**config.mk**
```make
export PLATFORM = sky130hd
export DESIGN_NAME = lobm_ctrl
export DESIGN_NICKNAME = d
export VERILOG_FILES = /design/src/rtl/lobm_pkg.sv /design/src/rtl/lobm_ctrl.sv
export SDC_FILE = /design/constraint.sdc
export NUM_CORES = 1
export LEC_CHECK = 0
export BUFFER_PORTS_ARGS = -buffer_cell sky130_fd_sc_hd__buf_2
export CORE_AREA = 2 2 39 41
export DETAILED_ROUTE_END_ITERATION = 8
export DIE_AREA = 0 0 41 43
export SLEW_MARGIN = 40
export SYNTH_ARGS = -nofsm -noshare
export SYNTH_HDL_FRONTEND = slang
export SYNTH_SLANG_ARGS = --single-unit
export TNS_END_PERCENT = 1
```
**constraint.sdc**
```tcl
create_clock -name clk -period 2.6 [get_ports clk]
set_input_delay 0.52 -clock clk [delete_from_list [all_inputs] [get_ports clk]]
set_output_delay 0.52 -clock clk [all_outputs]
set_load 0.01 [all_outputs]
```
**src/rtl/lobm_pkg.sv**
```systemverilog
// Shared constants, types and controller state encoding for the order book matcher.
package lobm_pkg;

	localparam int PRICE_LEVELS = 1024;
	localparam int LVL_W = $clog2(PRICE_LEVELS);
	localparam int CUR_W = LVL_W + 1;
	localparam int QTY_W = 16;
	localparam int TICK_W = 10;
	localparam int LEVEL_W = 24;
	localparam int PROFIT_W = 48;
	localparam logic [LEVEL_W-1:0] LEVEL_MAX = '1;
	localparam logic [PROFIT_W-1:0] PROFIT_MAX = '1;

	// Controller states
	typedef enum logic [3:0] {
		C_CLR,
		C_IDLE,
		C_CHK,
		C_RD,
		C_EV,
		C_AC,
		C_FIN,
		C_RRD,
		C_RWR,
		C_OUT
	} state_t;

	// Controller to datapath commands
	typedef struct packed {
		logic clr;
		logic load;
		logic rd;
		logic ev;
		logic ac;
		logic fin;
		logic rest_rd;
		logic rest_wr;
		logic out_load;
	} cmd_t;

	// Datapath to controller status
	typedef struct packed {
		logic clr_done;
		logic walk_more;
		logic rest_needed;
		logic out_free;
	} sts_t;

endpackage

```
**src/rtl/lobm_ctrl.sv**
```systemverilog
// Controller state machine sequencing the clearing pass, level walk, resting and result hand-off.
module lobm_ctrl (
	input  logic          clk,
	input  logic          arst_n,
	input  logic          in_valid,
	output logic          in_ready,
	input  lobm_pkg::sts_t sts,
	output lobm_pkg::cmd_t cmd
);

	lobm_pkg::state_t state_q, state_d;

	// Hold the state
	always_ff @(posedge clk or negedge arst_n) begin
		if (!arst_n) begin
			state_q <= lobm_pkg::C_CLR;
		end else begin
			state_q <= state_d;
		end
	end

	// Next state
	always_comb begin
		state_d = state_q;
		case (state_q)
			lobm_pkg::C_CLR: begin
				if (sts.clr_done) state_d = lobm_pkg::C_IDLE;
			end
			lobm_pkg::C_IDLE: begin
				if (in_valid) state_d = lobm_pkg::C_CHK;
			end
			lobm_pkg::C_CHK: begin
				state_d = sts.walk_more ? lobm_pkg::C_RD : lobm_pkg::C_FIN;
			end
			lobm_pkg::C_RD:  state_d = lobm_pkg::C_EV;
			lobm_pkg::C_EV:  state_d = lobm_pkg::C_AC;
			lobm_pkg::C_AC:  state_d = lobm_pkg::C_CHK;
			lobm_pkg::C_FIN: begin
				state_d = sts.rest_needed ? lobm_pkg::C_RRD : lobm_pkg::C_OUT;
			end
			lobm_pkg::C_RRD: state_d = lobm_pkg::C_RWR;
			lobm_pkg::C_RWR: state_d = lobm_pkg::C_OUT;
			lobm_pkg::C_OUT: begin
				if (sts.out_free) state_d = lobm_pkg::C_IDLE;
			end
			default: state_d = lobm_pkg::C_IDLE;
		endcase
	end

	// Outputs
	always_comb begin
		cmd = '0;
		in_ready = 1'b0;
		case (state_q)
			lobm_pkg::C_CLR: cmd.clr = 1'b1;
			lobm_pkg::C_IDLE: begin
				in_ready = 1'b1;
				cmd.load = in_valid;
			end
			lobm_pkg::C_RD:  cmd.rd = 1'b1;
			lobm_pkg::C_EV:  cmd.ev = 1'b1;
			lobm_pkg::C_AC:  cmd.ac = 1'b1;
			lobm_pkg::C_FIN: cmd.fin = 1'b1;
			lobm_pkg::C_RRD: cmd.rest_rd = 1'b1;
			lobm_pkg::C_RWR: cmd.rest_wr = 1'b1;
			lobm_pkg::C_OUT: cmd.out_load = sts.out_free;
			default: cmd = '0;
		endcase
	end

	a_ev_after_rd: assert property (@(posedge clk) disable iff (!arst_n)
		state_q == lobm_pkg::C_EV |-> $past(state_q) == lobm_pkg::C_RD)
		else $error("level evaluated without a read");
	a_ac_after_ev: assert property (@(posedge clk) disable iff (!arst_n)
		state_q == lobm_pkg::C_AC |-> $past(state_q) == lobm_pkg::C_EV)
		else $error("profit step out of order");
	a_rwr_after_rrd: assert property (@(posedge clk) disable iff (!arst_n)
		state_q == lobm_pkg::C_RWR |-> $past(state_q) == lobm_pkg::C_RRD)
		else $error("rest write without a read");
	a_one_cmd: assert property (@(posedge clk) disable iff (!arst_n)
		$onehot0(cmd))
		else $error("several commands at once");

endmodule

```
[After elaboration in Yosys (flattened, before gate mapping)]
Cells that the tools add are included.
Cells by class
  eq/ne operators: 12
  muxes and demuxes: 16
  reduce and logical (&&, ||, !) cells: 2
Operators with widths (count)
  $pmux W4 S10: 1
  $eq A4 B3 Y1 const B: 4
  $mux W4: 4
  $mux W1: 10
  $eq A4 B2 Y1 const B: 2
  $eq A4 B4 Y1 const B: 2
  $ne A2 B2 Y1 const B: 3
  $eq A4 B1 Y1 const B: 1
  $logic_not A4 Y1: 1
  $mux W3: 1
  $reduce_and A3 Y1: 1
Word-level totals
  register bits: 4
  input bits: 7
  output and inout port bits: 10
  word-level logic and storage cells: 31

[Logic depth before layout (Yosys ltp)]
  depth in word-level cells: 3
  gate-level depth with buffers: 4
  mapped depth without buffers: 3

[Least setup slack after synthesis]
OpenSTA, ideal clock, no wires.
  path type: register to output
  start: register state_q[1]
  end: output port cmd[7] (netlist bit)
  arrival: 1066 ps
  required time: 2080 ps
  slack: 1014 ps
  stages on the path, launching flop included: 4
  path buffers: 0
  cells stage by stage: dfrtp_1 > nand2b_4 > nor3_1 > and2_1
RTL lines
  start, declared: RTL line lobm_ctrl.sv:11  | lobm_pkg::state_t state_q, state_d;
  start signal, assigned: RTL line lobm_ctrl.sv:16  | state_q <= lobm_pkg::C_CLR;
  start signal, assigned: RTL line lobm_ctrl.sv:18  | state_q <= state_d;
  end, declared: RTL line lobm_ctrl.sv:8  | output lobm_pkg::cmd_t cmd

==> metrics <==
most frequent cells in the layout buf_2, nor3_1, nand2b_1, nor2_1, dfrtp_1; dpl ws 0.931 ns; Die W 41 um; switch share 45.8%; area of the multi-input gates 195 um2; Final Skew 0.00484 ns; Slew Limit Headroom 74.3%; Final Critical Period 1.92 ns; Synth cell types 21; initial drt markers 1; Nets 65; Synth top area share 30.7%; WL/cell 10.2 um; fin crit share 73.9%; final hold vios 0; Reg area 100 um2; syn nets 47; largest net degree at the start of global routing 15; WL final 731 um; GRT Overall Usage 9.59%; Pwr Density 1110 nW/um2; Syn Area/Cell 8.16 um2; CTS clk-pin slew, worst paths 0.04 ns; leak pwr 0.218 nW; hold buffer count at CTS 0; MaxCap Viol Count 0; most flop-heavy register state_q; HPWL after DPL 566 um; fin util 30.7%; number of flip-flops under the largest register name 4; commonest non-fill, non-tap cell in the layout buf_2; Routability Congestion 0.695; Resized cells post-CTS 0; Regs by FF count state_q x4; first-pass GRT wire length 1120 um; Post CTS Setup Buffer Count 0; clk_lat worst skew 0.23 ns; I/O Buffers 16; Netlist Area Pre-Place 327 um2; # DRC 0; Fin Setup TNS 0 ns; Critical Path AT 1.40 ns; status completed; gr ovfl total 0; Slew @ Worst Pin 0.385 ns; Ys Warns 0; critical path type register to primary output; Clk pwr share 16.2%; Placed Area 403 um2; Max Freq 520 MHz; Routed Antenna Nets 0; Clock Sinks 4; area leader, netlist dfrtp_1; Filler cells 170; clk buf depth 2; CTS root buf clkbuf_4; launching element type of the critical path register; # H-tree levels 1; antenna violations before repair 0; Crit. End Element primary output; Max VDD drop 462 uV; final setup vio count 0; Vias per Instance 4.44; number of global-route vias before repair 267; Req. time, crit path 2.08 ns; die height 43 um; Psw 216 uW; Syn Inst Count 40; Reg power frac 35.0%; Die ar. 1760 um2; DRT Pass-1 Iters 3; Finished Cell Area 425 um2; sequential area share after synthesis 30.7%; Rows 14; Starting Density 23.6%; CP max FO 14; flops & latches, synth 4; final worst setup slack 0.679 ns; RSZ-0062 raised after global routing no; ANT cells 0; fin. max-slew vios 0; Combinational Power Share 48.8%; layout cells sized above 1 37.5%; Area growth, synth to finish 30.3%; CTS tree yes; Area contributors post-synth dfrtp_1, nand2b_1, nor3_1; CTS buffer count 3; I/O Pins 17; vias after detailed routing 320; HP Class input pin to asynchronous set/reset pin; core area 1380 um2; Int Power 255 uW
## cells in the mapped netlist (all sizes together)
library cell,n
a2111oi,1
a211oi,1
a21o,1
a21oi,2
a32oi,1
and2,1
buf,3
dfrtp,4
inv,2
nand2,1
nand2b,6
nand3,1
nor2,4
nor2b,2
nor3,6
nor3b,1
nor4,1
o21bai,2
## worst paths after layout
check | startpoint | to | slack (ns) | cells past startpoint
max in group asynchronous | arst_n | state_q[1] | 2.40 | 1
min | arst_n | state_q[2] | 0.08 | 1
min reg2reg | state_q[3] | state_q[2] | 0.58 | 1
min in group clk | state_q[3] | state_q[2] | 0.58 | 1
max reg2reg | state_q[1] | state_q[0] | 1.33 | 3
max | state_q[1] | cmd[7] | 0.68 | 4
## logic make-up after synthesis
logic type	count (synthesis)	share of synthesized area, %
AO/OA/AOI/OAI	8	19.5
buffers and inverters	5	9.58
AND/OR/NAND/NOR	23	40.2
flip-flops	4	30.7
## layout make-up
type	instances	share of cell area [%]
flip-flops and latches	4	23.5
repair buffers	16	18.8
inverters	2	1.76
clock buffers	3	5.29
multi-input cells	31	45.9
well taps	16	4.71
## power groups by stage
stage,Sequential (mW),Combinational [mW],Clock (mW)
2_1_floorplan,0.110,0.234,0
3_3_place_gp,0.166,0.231,0
3_5_place_dp,0.166,0.232,0
4_1_cts,0.166,0.233,0.0812
5_1_grt,0.175,0.257,0.0905
6_report,0.165,0.230,0.0766
## through the flow
step / total power, mW / std cells / hold WS, ns
4_1_cts: 0.480 / 72 / 0.0745
3_5_place_dp: 0.398 / 69 / 0.329
3_3_place_gp: 0.397 / 69 / 0.327
2_1_floorplan: 0.343 / 40 / 0.224
6_report: 0.472 / 72 / 0.0814
5_1_grt: 0.523 / 72 / 0.0621
## layer usage
| metal | global-route usage (%) | vias to the layer above | routed length, um |
|---|---|---|---|
| met3 | 1.57 | 0 | 41 |
| li1 | - | 174 | - |
| met1 | 13.7 | 137 | 345 |
| met5 | 0 | - | 0 |
| met4 | 8.00 | 0 | 0 |
| met2 | 11.9 | 9 | 344 |
## critical path, cell delays in order (launching register included)
cell	delay, ns
dfrtp_1	0.51
nand2b_4	0.22
nor3_1	0.18
and2_1	0.15
buf_2	0.12
(Power assumes the default switching activity.)
